$ cat src/rtl/core/nc1q_pkg.sv
// ----------------------------------------------------------------------------
// nc1q_pkg
// Shared types and constants for the NHWC to NC1HWC2 quantizing transform.
// ----------------------------------------------------------------------------
`default_nettype none

package nc1q_pkg;

  localparam int SAMPLE_W   = 32;
  localparam int ADDR_OUT_W = 24;
  localparam int DATA_W     = 8;
  localparam int CFG_IDX_W  = 3;
  localparam int CFG_DATA_W = 24;
  localparam int CFG_DIM_W  = 13;
  localparam int BLK_W      = 6;
  localparam int CIB_W      = 5;
  localparam int BATCH_W    = 8;
  localparam int MODE_W     = 2;
  localparam int ZP_W       = 8;
  localparam int INV_W      = 24;
  localparam int MAX_BLOCK  = 32;

  localparam int FRAC_SHIFT = 32;
  localparam int QP_W       = SAMPLE_W + INV_W;
  localparam int QM_W       = QP_W + 1 - FRAC_SHIFT;
  localparam int QS_W       = QM_W + 2;
  localparam int Q_MIN      = -128;
  localparam int Q_MAX      = 127;

  typedef enum logic [MODE_W-1:0] {
    MODE_RAW    = 2'd0,
    MODE_QUANT  = 2'd1,
    MODE_OFFSET = 2'd2
  } mode_t;

  typedef enum logic [CFG_IDX_W-1:0] {
    REG_HEIGHT         = 3'd0,
    REG_WIDTH          = 3'd1,
    REG_CHANNELS       = 3'd2,
    REG_BLOCK_CHANNELS = 3'd3,
    REG_PADDED_WIDTH   = 3'd4,
    REG_MODE           = 3'd5,
    REG_ZERO_POINT     = 3'd6,
    REG_INV_SCALE      = 3'd7
  } cfg_reg_t;

  typedef enum logic [1:0] {
    STEP_BLOCK = 2'd0,
    STEP_ROW   = 2'd1,
    STEP_COL   = 2'd2,
    STEP_LANE  = 2'd3
  } mac_step_t;

  typedef enum logic [2:0] {
    ST_IDLE,
    ST_DIV,
    ST_MUL,
    ST_ADD,
    ST_LOAD
  } state_t;

  typedef struct packed {
    logic      div_init;
    logic      div_step;
    logic      capture;
    logic      mul;
    logic      add;
    logic      load;
    mac_step_t step;
  } cmd_t;

  typedef struct packed {
    logic stale;
    logic div_last;
    logic out_free;
  } sts_t;

endpackage

`default_nettype wire

$ cat src/rtl/core/nc1q_ctrl.sv
// ----------------------------------------------------------------------------
// nc1q_ctrl
// Sequencer: block-count division, four multiply-add address steps, load.
// ----------------------------------------------------------------------------
`default_nettype none

module nc1q_ctrl (
  input  wire               clk,
  input  wire               rst_n,
  input  wire               in_valid,
  output logic              in_ready,
  input  nc1q_pkg::sts_t    sts,
  output nc1q_pkg::cmd_t    cmd
);
  import nc1q_pkg::*;

  state_t    state_r, state_nxt;
  mac_step_t step_r, step_nxt;

  always_ff @(posedge clk) begin
    if (!rst_n) begin
      state_r <= ST_IDLE;
      step_r  <= STEP_BLOCK;
    end else begin
      state_r <= state_nxt;
      step_r  <= step_nxt;
    end
  end

  always_comb begin
    state_nxt    = state_r;
    step_nxt     = step_r;
    in_ready     = 1'b0;
    cmd          = '0;
    cmd.step     = step_r;
    case (state_r)
      ST_IDLE: begin
        in_ready = !sts.stale;
        if (sts.stale) begin
          cmd.div_init = 1'b1;
          state_nxt    = ST_DIV;
        end else if (in_valid) begin
          cmd.capture = 1'b1;
          step_nxt    = STEP_BLOCK;
          state_nxt   = ST_MUL;
        end
      end
      ST_DIV: begin
        cmd.div_step = 1'b1;
        if (sts.div_last) begin
          state_nxt = ST_IDLE;
        end
      end
      ST_MUL: begin
        cmd.mul   = 1'b1;
        state_nxt = ST_ADD;
      end
      ST_ADD: begin
        cmd.add = 1'b1;
        case (step_r)
          STEP_BLOCK: begin
            step_nxt  = STEP_ROW;
            state_nxt = ST_MUL;
          end
          STEP_ROW: begin
            step_nxt  = STEP_COL;
            state_nxt = ST_MUL;
          end
          STEP_COL: begin
            step_nxt  = STEP_LANE;
            state_nxt = ST_MUL;
          end
          default: begin
            state_nxt = ST_LOAD;
          end
        endcase
      end
      ST_LOAD: begin
        if (sts.out_free) begin
          cmd.load  = 1'b1;
          state_nxt = ST_IDLE;
        end
      end
      default: begin
        state_nxt = ST_IDLE;
      end
    endcase
  end

endmodule

`default_nettype wire

$ cat src/rtl/core/nc1q_dp.sv
// ----------------------------------------------------------------------------
// nc1q_dp
// Datapath: registers, position counters, block-count divider, address
// multiply-add unit, quantizer and output register.
// ----------------------------------------------------------------------------
`default_nettype none

module nc1q_dp #(
  parameter int ADDR_BITS     = 24,
  parameter int DIM_BITS      = 12,
  parameter int DEFAULT_BLOCK = 16
) (
  input  wire                                     clk,
  input  wire                                     rst_n,
  input  nc1q_pkg::cmd_t                          cmd,
  output nc1q_pkg::sts_t                          sts,
  input  wire signed [nc1q_pkg::SAMPLE_W-1:0]     in_sample,
  input  wire                                     in_final_req,
  output logic                                    out_valid,
  input  wire                                     out_ready,
  output logic [nc1q_pkg::ADDR_OUT_W-1:0]         out_address,
  output logic [nc1q_pkg::DATA_W-1:0]             out_data_byte,
  output logic                                    out_addr_overflow,
  output logic                                    out_final_out,
  input  wire                                     cfg_we,
  input  wire  [nc1q_pkg::CFG_IDX_W-1:0]          cfg_index,
  input  wire  [nc1q_pkg::CFG_DATA_W-1:0]         cfg_data
);
  import nc1q_pkg::*;

  localparam int EW  = (DIM_BITS + 1 > CFG_DIM_W) ? DIM_BITS + 1 : CFG_DIM_W;
  localparam int NW  = DIM_BITS + 1;
  localparam int DCW = $clog2(NW);
  localparam int PW  = ADDR_BITS + EW;

  // configuration
  logic [CFG_DIM_W-1:0]  height_r, width_r, channels_r, padded_width_r;
  logic [BLK_W-1:0]      block_channels_r;
  logic [MODE_W-1:0]     mode_r;
  logic signed [ZP_W-1:0] zero_point_r;
  logic [INV_W-1:0]      inv_scale_r;

  always_ff @(posedge clk) begin
    if (!rst_n) begin
      height_r         <= CFG_DIM_W'(1);
      width_r          <= CFG_DIM_W'(1);
      channels_r       <= CFG_DIM_W'(1);
      block_channels_r <= BLK_W'(16);
      padded_width_r   <= CFG_DIM_W'(1);
      mode_r           <= MODE_RAW;
      zero_point_r     <= '0;
      inv_scale_r      <= INV_W'(65536);
    end else if (cfg_we) begin
      case (cfg_reg_t'(cfg_index))
        REG_HEIGHT:         height_r         <= cfg_data[CFG_DIM_W-1:0];
        REG_WIDTH:          width_r          <= cfg_data[CFG_DIM_W-1:0];
        REG_CHANNELS:       channels_r       <= cfg_data[CFG_DIM_W-1:0];
        REG_BLOCK_CHANNELS: block_channels_r <= cfg_data[BLK_W-1:0];
        REG_PADDED_WIDTH:   padded_width_r   <= cfg_data[CFG_DIM_W-1:0];
        REG_MODE:           mode_r           <= cfg_data[MODE_W-1:0];
        REG_ZERO_POINT:     zero_point_r     <= cfg_data[ZP_W-1:0];
        REG_INV_SCALE:      inv_scale_r      <= cfg_data[INV_W-1:0];
        default: ;
      endcase
    end
  end

  function automatic logic [EW-1:0] eff_dim(input logic [CFG_DIM_W-1:0] v);
    logic [EW-1:0] ve;
    logic [EW-1:0] lim;
    ve  = EW'(v);
    lim = EW'(1) << DIM_BITS;
    if (v == '0) begin
      return EW'(1);
    end else if (ve > lim) begin
      return lim;
    end else begin
      return ve;
    end
  endfunction

  logic [EW-1:0]    h_eff, w_eff, c_eff, wp_eff;
  logic [BLK_W-1:0] c2_eff;

  always_comb begin
    h_eff  = eff_dim(height_r);
    w_eff  = eff_dim(width_r);
    c_eff  = eff_dim(channels_r);
    wp_eff = (EW'(padded_width_r) < w_eff) ? w_eff : EW'(padded_width_r);
    if (block_channels_r == '0) begin
      c2_eff = BLK_W'(DEFAULT_BLOCK);
    end else if (block_channels_r > BLK_W'(MAX_BLOCK)) begin
      c2_eff = BLK_W'(MAX_BLOCK);
    end else begin
      c2_eff = block_channels_r;
    end
  end

  // block count ceil(C / c2), restoring division one bit per cycle
  logic             stale_r;
  logic [NW-1:0]    divq_r;
  logic [BLK_W-1:0] divr_r, divs_r;
  logic [DCW-1:0]   divc_r;
  logic [EW:0]      div_num;
  logic [BLK_W:0]   div_sh;

  assign div_num = {1'b0, c_eff} + (EW + 1)'(c2_eff) - (EW + 1)'(1);
  assign div_sh  = {divr_r, divq_r[NW-1]};

  always_ff @(posedge clk) begin
    if (!rst_n) begin
      stale_r <= 1'b0;
      divq_r  <= NW'(1);
    end else begin
      if (cmd.div_init) begin
        stale_r <= 1'b0;
        divq_r  <= div_num[NW-1:0];
      end else if (cmd.div_step) begin
        divq_r  <= {divq_r[NW-2:0], (div_sh >= {1'b0, divs_r})};
      end
      if (cfg_we && (cfg_index inside {REG_CHANNELS, REG_BLOCK_CHANNELS})) begin
        stale_r <= 1'b1;
      end
    end
  end

  always_ff @(posedge clk) begin
    if (cmd.div_init) begin
      divr_r <= '0;
      divs_r <= c2_eff;
      divc_r <= DCW'(NW - 1);
    end else if (cmd.div_step) begin
      divr_r <= (div_sh >= {1'b0, divs_r}) ? BLK_W'(div_sh - {1'b0, divs_r})
                                           : div_sh[BLK_W-1:0];
      divc_r <= divc_r - DCW'(1);
    end
  end

  // position counters
  logic [BATCH_W-1:0]  batch_r, batch_nxt;
  logic [DIM_BITS-1:0] row_r, row_nxt, col_r, col_nxt;
  logic [DIM_BITS-1:0] chan_r, chan_nxt, cblk_r, cblk_nxt;
  logic [CIB_W-1:0]    cib_r, cib_nxt;

  logic signed [SAMPLE_W-1:0] sample_r;
  logic [SAMPLE_W-1:0]        mag_r;
  logic                       fin_r;

  always_comb begin
    batch_nxt = batch_r;
    row_nxt   = row_r;
    col_nxt   = col_r;
    chan_nxt  = chan_r + DIM_BITS'(1);
    cib_nxt   = cib_r + CIB_W'(1);
    cblk_nxt  = cblk_r;
    if (({1'b0, cib_nxt} >= c2_eff) || (cib_nxt == '0)) begin
      cib_nxt  = '0;
      cblk_nxt = cblk_r + DIM_BITS'(1);
    end
    if ((EW'(chan_nxt) >= c_eff) || (chan_nxt == '0)) begin
      chan_nxt = '0;
      cblk_nxt = '0;
      cib_nxt  = '0;
      col_nxt  = col_r + DIM_BITS'(1);
      if ((EW'(col_nxt) >= w_eff) || (col_nxt == '0)) begin
        col_nxt = '0;
        row_nxt = row_r + DIM_BITS'(1);
        if ((EW'(row_nxt) >= h_eff) || (row_nxt == '0)) begin
          row_nxt   = '0;
          batch_nxt = batch_r + BATCH_W'(1);
        end
      end
    end
    if (fin_r) begin
      batch_nxt = '0;
      row_nxt   = '0;
      col_nxt   = '0;
      chan_nxt  = '0;
      cblk_nxt  = '0;
      cib_nxt   = '0;
    end
  end

  always_ff @(posedge clk) begin
    if (!rst_n) begin
      batch_r <= '0;
      row_r   <= '0;
      col_r   <= '0;
      chan_r  <= '0;
      cblk_r  <= '0;
      cib_r   <= '0;
    end else if (cmd.load) begin
      batch_r <= batch_nxt;
      row_r   <= row_nxt;
      col_r   <= col_nxt;
      chan_r  <= chan_nxt;
      cblk_r  <= cblk_nxt;
      cib_r   <= cib_nxt;
    end
  end

  // address: acc = acc * m + a over four steps, low bits plus a sticky high flag
  logic [ADDR_BITS-1:0] acc_r;
  logic                 big_r, pbig_r;
  logic [PW-1:0]        prod_r;
  logic [EW-1:0]        mac_m;
  logic [ADDR_BITS-1:0] mac_a;
  logic [ADDR_BITS:0]   mac_sum;
  logic [QP_W-1:0]      qprod_r;

  always_comb begin
    case (cmd.step)
      STEP_BLOCK: begin
        mac_m = EW'(divq_r);
        mac_a = ADDR_BITS'(cblk_r);
      end
      STEP_ROW: begin
        mac_m = h_eff;
        mac_a = ADDR_BITS'(row_r);
      end
      STEP_COL: begin
        mac_m = wp_eff;
        mac_a = ADDR_BITS'(col_r);
      end
      default: begin
        mac_m = EW'(c2_eff);
        mac_a = ADDR_BITS'(cib_r);
      end
    endcase
  end

  assign mac_sum = {1'b0, prod_r[ADDR_BITS-1:0]} + {1'b0, mac_a};

  always_ff @(posedge clk) begin
    if (cmd.capture) begin
      sample_r <= in_sample;
      mag_r    <= in_sample[SAMPLE_W-1] ? SAMPLE_W'(-in_sample) : in_sample;
      fin_r    <= in_final_req;
      acc_r    <= ADDR_BITS'(batch_r);
      big_r    <= 1'b0;
    end
    if (cmd.mul) begin
      prod_r  <= PW'(acc_r) * PW'(mac_m);
      pbig_r  <= big_r && (mac_m != '0);
      qprod_r <= QP_W'(mag_r) * QP_W'(inv_scale_r);
    end
    if (cmd.add) begin
      acc_r <= mac_sum[ADDR_BITS-1:0];
      big_r <= pbig_r || (prod_r[PW-1:ADDR_BITS] != '0) || mac_sum[ADDR_BITS];
    end
  end

  // output byte
  logic [QP_W:0]          q_rnd;
  logic [QM_W-1:0]        q_mag;
  logic signed [QS_W-1:0] q_val, q_sum;
  logic [DATA_W-1:0]      byte_nxt;

  always_comb begin
    q_rnd = {1'b0, qprod_r} + ((QP_W + 1)'(1) << (FRAC_SHIFT - 1));
    q_mag = q_rnd[QP_W:FRAC_SHIFT];
    q_val = sample_r[SAMPLE_W-1] ? -$signed({2'b00, q_mag}) : $signed({2'b00, q_mag});
    q_sum = q_val + QS_W'(zero_point_r);
    if (q_sum < QS_W'(Q_MIN)) begin
      q_sum = QS_W'(Q_MIN);
    end else if (q_sum > QS_W'(Q_MAX)) begin
      q_sum = QS_W'(Q_MAX);
    end
    case (mode_r)
      MODE_QUANT:  byte_nxt = q_sum[DATA_W-1:0];
      MODE_OFFSET: byte_nxt = sample_r[DATA_W-1:0] + zero_point_r;
      default:     byte_nxt = sample_r[DATA_W-1:0];
    endcase
  end

  logic out_valid_r;

  always_ff @(posedge clk) begin
    if (!rst_n) begin
      out_valid_r <= 1'b0;
    end else if (cmd.load) begin
      out_valid_r <= 1'b1;
    end else if (out_ready) begin
      out_valid_r <= 1'b0;
    end
  end

  always_ff @(posedge clk) begin
    if (cmd.load) begin
      out_address       <= ADDR_OUT_W'(acc_r);
      out_data_byte     <= byte_nxt;
      out_addr_overflow <= big_r;
      out_final_out     <= fin_r;
    end
  end

  assign out_valid    = out_valid_r;
  assign sts.stale    = stale_r;
  assign sts.div_last = (divc_r == '0);
  assign sts.out_free = !out_valid_r || out_ready;

endmodule

`default_nettype wire

$ cat src/rtl/core/nhwc_to_nc1hwc2_quantize.sv
// ----------------------------------------------------------------------------
// nhwc_to_nc1hwc2_quantize
// NHWC element stream to NC1HWC2 byte address and int8 data byte.
//
//   channel  direction  handshake              payload
//   in_      in         in_valid / in_ready    in_sample, in_final_req
//   out_     out        out_valid / out_ready  out_address, out_data_byte,
//                                              out_addr_overflow, out_final_out
//   cfg_     in         cfg_valid / cfg_ready  cfg_index, cfg_data
//
// Each element passes through accept, four multiply then add steps of the
// shared address unit, and output load, before the next one is accepted.
// A write to channels or block_channels holds off the next accept while
// the block count is divided out one bit per cycle.
// Reset loads the register defaults and clears the position counters.
// A stalled result holds the load step; the address unit is then idle.
// ----------------------------------------------------------------------------
`default_nettype none

module nhwc_to_nc1hwc2_quantize #(
  parameter int ADDR_BITS     = 24,
  parameter int DIM_BITS      = 12,
  parameter int DEFAULT_BLOCK = 16
) (
  input  wire                                  clk,
  input  wire                                  rst_n,
  input  wire                                  in_valid,
  output logic                                 in_ready,
  input  wire signed [nc1q_pkg::SAMPLE_W-1:0]  in_sample,
  input  wire                                  in_final_req,
  output logic                                 out_valid,
  input  wire                                  out_ready,
  output logic [nc1q_pkg::ADDR_OUT_W-1:0]      out_address,
  output logic [nc1q_pkg::DATA_W-1:0]          out_data_byte,
  output logic                                 out_addr_overflow,
  output logic                                 out_final_out,
  input  wire                                  cfg_valid,
  output logic                                 cfg_ready,
  input  wire  [nc1q_pkg::CFG_IDX_W-1:0]       cfg_index,
  input  wire  [nc1q_pkg::CFG_DATA_W-1:0]      cfg_data
);
  import nc1q_pkg::*;

  cmd_t cmd;
  sts_t sts;

  assign cfg_ready = 1'b1;

  nc1q_ctrl u_ctrl (
    .clk      (clk),
    .rst_n    (rst_n),
    .in_valid (in_valid),
    .in_ready (in_ready),
    .sts      (sts),
    .cmd      (cmd)
  );

  nc1q_dp #(
    .ADDR_BITS     (ADDR_BITS),
    .DIM_BITS      (DIM_BITS),
    .DEFAULT_BLOCK (DEFAULT_BLOCK)
  ) u_dp (
    .clk               (clk),
    .rst_n             (rst_n),
    .cmd               (cmd),
    .sts               (sts),
    .in_sample         (in_sample),
    .in_final_req      (in_final_req),
    .out_valid         (out_valid),
    .out_ready         (out_ready),
    .out_address       (out_address),
    .out_data_byte     (out_data_byte),
    .out_addr_overflow (out_addr_overflow),
    .out_final_out     (out_final_out),
    .cfg_we            (cfg_valid && cfg_ready),
    .cfg_index         (cfg_index),
    .cfg_data          (cfg_data)
  );

endmodule

`default_nettype wire

$ cat config.mk
export PLATFORM = sky130hd
export DESIGN_NAME = nhwc_to_nc1hwc2_quantize
export DESIGN_NICKNAME = d
export VERILOG_FILES = /design/src/rtl/core/nc1q_pkg.sv /design/src/rtl/core/nc1q_ctrl.sv /design/src/rtl/core/nc1q_dp.sv /design/src/rtl/core/nhwc_to_nc1hwc2_quantize.sv
export SDC_FILE = /design/constraint.sdc
export NUM_CORES = 2
export LEC_CHECK = 0
export BUFFER_PORTS_ARGS = -buffer_cell sky130_fd_sc_hd__clkbuf_2
export CORE_ASPECT_RATIO = 1.75
export CORE_UTILIZATION = 55
export DETAILED_ROUTE_END_ITERATION = 8
export GPL_TIMING_DRIVEN = 1
export PLACE_DENSITY = 0.73
export SLEW_MARGIN = 20
export SYNTH_ARGS = -nofsm -noshare
export SYNTH_HDL_FRONTEND = slang
export SYNTH_SLANG_ARGS = --single-unit
export TNS_END_PERCENT = 20
$ cat constraint.sdc
create_clock -name clk -period 10.2 [get_ports clk]
set_input_delay 0.51 -clock clk [delete_from_list [all_inputs] [get_ports clk]]
set_output_delay 0.51 -clock clk [all_outputs]
set_load 0.05 [all_outputs]
==> flow_summary.toml <==
[synthesis]
syn_area_per_cell_um2 = 8.97
ys_seq_elements = 352
synth_seq_area_share_pct = 16.3
yosys.area.top_type = "fa_1"
ys_types = 98
synth_fp_nets = 7345
synthTopCellsByArea = "fa_1, edfxtp_1, ha_1, nand2_1, inv_1"
synth_edf_count = 169
async_reset_ff_share_pct = 0
synth-main-ff-cell = "dfxtp_1"
yosysTopAreaCellShare_pct = 33.8
synth_area_um2 = 53600
synthCells = 5977
synth_warnings = 0

[sta]
slew_violations = 0
finalSetupTns_ps = 0
tightest_slew_ps = 1240
layout_setup_ws_ps = 625
timing.final.crit_share_pct = 93.9
skew_ps = 49.3
finalSetupViolations = 0
whs_ps = 98.4
clock.fmax_ghz = 0.104
fin_crit_ps = 9570
rsz0062_at_grt = "no"
relSlewSlack_pct = 16.9
hold_viol = 0

[worst_setup_path]
critPathKind = "flip-flop to flip-flop"
cp.arrival_ps = 9920
crit_path_frequent_cell = "fa_1"
worstSetupStartpointType = "flip-flop"
reg2reg_depth = 34
worstSetupEndpointType = "flip-flop"
cp_data_required_time_ps = 10540
path_max_fanout = 15
cpMaxStageDelayCell = "o21ai_2"
cp_slowest_stage_delay_ps = 570

[clock_tree]
cts_buffers = 38
cts_resized = 0
cts_tree = "yes"
cts_htree_levels = 2
root_buffer = "clkbuf_16"
hold_buffers = 0
clk_latency_ps = 610
clk_pin_slew_ps = 70
clockBufferDepth = 3
cts.sinks = 352
post-cts-setup-buffers = 0

[floorplan]
ios = 102
dieWidth_um = 238
core_area_um2 = 96700
dieArea_um2 = 98700
start_util_pct = 55.4
rows = 151
chipHeight_um = 415

[power]
power.density_nw_per_um2 = 99.3
leakagePower_nw = 26.0
ir_drop_mv = 0.122

[placed_design]
io_buffer_count = 100
place_inst = 7178
dp_slack_ps = 714
gp_congestion = 0.956
dp_hpwl_mm = 121

[global_routing]
first_global_vias = 44687
grt.total_usage_pct = 31.4
grt_max_degree = 93
grt_pass1_wl_mm = 239
grt_antenna_before_repair = 10
gr-total-overflow = 0

[route]
firstDrtPassIters = 6
wirelength_mm = 150
final_antenna_net_count = 0
first_iter_violations = 2753
post_drt_wl_per_cell_um = 20.7
vias_per_cell = 5.74
remaining_drc_errors = 0
num_vias = 41639

[finish]
fill_cells = 8572
final_cell_mix = "nand2_1, inv_1, fa_1, ha_1, and2_1"
fin_cells = 7255
layout_commonest_cell = "nand2_1"
area_delta_synth_final_pct = 5.72
regArea_um2 = 8750
drive_gt1_share_pct = 5.33
nNetsFinal = 7286
multi_input_area_um2 = 39900

[min_path]
hold_depth = 1
hold_path.class = "input pin to flip-flop"

[run]
maxCapViolations = 0

[status]
status = "complete, no violations"
routing by layer:
| layer | part of all wire (%) | vias up | GRT usage, % |
|---|---|---|---|
| met5 | 0.0060 | - | 0 |
| met4 | 7.4 | 2 | 20.1 |
| met3 | 5.2 | 576 | 3.16 |
| met2 | 54 | 1535 | 59.5 |
| met1 | 33 | 20922 | 32.6 |
| li1 | - | 18604 | - |
flip-flops by register name, summed over array words and instances, names as in the netlist, 6 cells and up:
signal	cells
u_dp.chan_r	12
u_dp.out_data_byte	8
u_dp.zero_point_r	8
u_dp.row_r	12
u_dp.cblk_r	12
u_dp.channels_r	13
u_dp.qprod_r	25
u_dp.block_channels_r	6
u_dp.divr_r	6
u_dp.out_address	24
u_dp.col_r	12
u_dp.mag_r	32
u_dp.batch_r	8
u_dp.divq_r	13
u_dp.acc_r	24
u_dp.sample_r	8
u_dp.padded_width_r	13
u_dp.inv_scale_r	24
u_dp.divs_r	6
u_dp.prod_r	37
u_dp.width_r	13
u_dp.height_r	13
power by group:
| part | internal (W) | switching, W | total (W) | leakage [nW] |
|---|---|---|---|---|
| clock network | 0.000807 | 0.000670 | 0.00148 | 0.631 |
| logic | 0.000890 | 0.00136 | 0.00225 | 22.3 |
| registers | 0.00166 | 0.000245 | 0.00190 | 3.08 |
per-stage QoR:
stage / utilization (%) / cell area, um2 / total power [W]
finish: 58.6 / 56700 / 0.00563
CTS: 58.5 / 56600 / 0.00565
global route: 58.6 / 56700 / 0.00599
floorplan: - / 53600 / 0.00345
global placement: 57.2 / 55300 / 0.00410
detailed placement: 57.2 / 55300 / 0.00415
final timing paths:
kind / from / endpoint / slack (ps)
worst min-delay path: in_sample[1] / u_dp.sample_r[1] / 100
worst max register to register: u_dp.width_r[12] / u_dp.prod_r[33] / 630
worst max-delay path: u_dp.width_r[12] / u_dp.prod_r[33] / 630
worst min register to register: u_dp.width_r[0] / u_dp.width_r[0] / 470
cells by family (layout without fill, tap and decap cells):
family                     count (synthesis)  in the layout  synth area share [%]
buffers and inverters                   1323           1294                  9.33
and+or+nand+nor                         2049           2049                  18.1
adders and majority gates               1303           1303                  43.1
other                                      1              8               0.00700
AOI/OAI and AO/OA                        676            676                  8.59
xor gates and xnor gates                 240            240                  3.92
muxes                                     33             33                 0.623
DFF                                      352            352                  16.3
synthesized netlist by cell type, drive strengths merged (18+ instances only):
library cell  number
a21boi           116
a21o              52
a21oi            144
a222oi            22
a22oi             30
and2             393
and3              42
buf               20
clkbuf           272
dfxtp            183
edfxtp           169
fa               904
ha               399
inv             1030
mux2i             30
nand2           1048
nand2b            47
nand3             91
nand3b            18
nand4             29
nor2             180
nor2b             51
nor3              52
nor4              23
o21a              27
o21ai            131
o21bai            20
o31ai             19
or3               22
xnor2            155
xor2              85
critical path: cells and delay by family (launching register included):
family                     cells  cell delay [ps]
muxes                          1              200
adders and majority gates      7             3190
and+or+nand+nor                3              400
AOI/OAI and AO/OA             16             3870
buffers and inverters          6             1110
xor gates and xnor gates       1              150
DFF                            1              380
final cells by class:
type / instances / share of cell area [%]
timing repair buffer: 193 / 2.12
tap: 1300 / 2.87
clock buffer: 47 / 1.80
antenna: 7 / 0.0309
inverter: 1031 / 6.83
multi-input combinational: 4302 / 70.4
clock inverter: 23 / 0.490
sequential: 352 / 15.4
(Power assumes the default switching activity.)
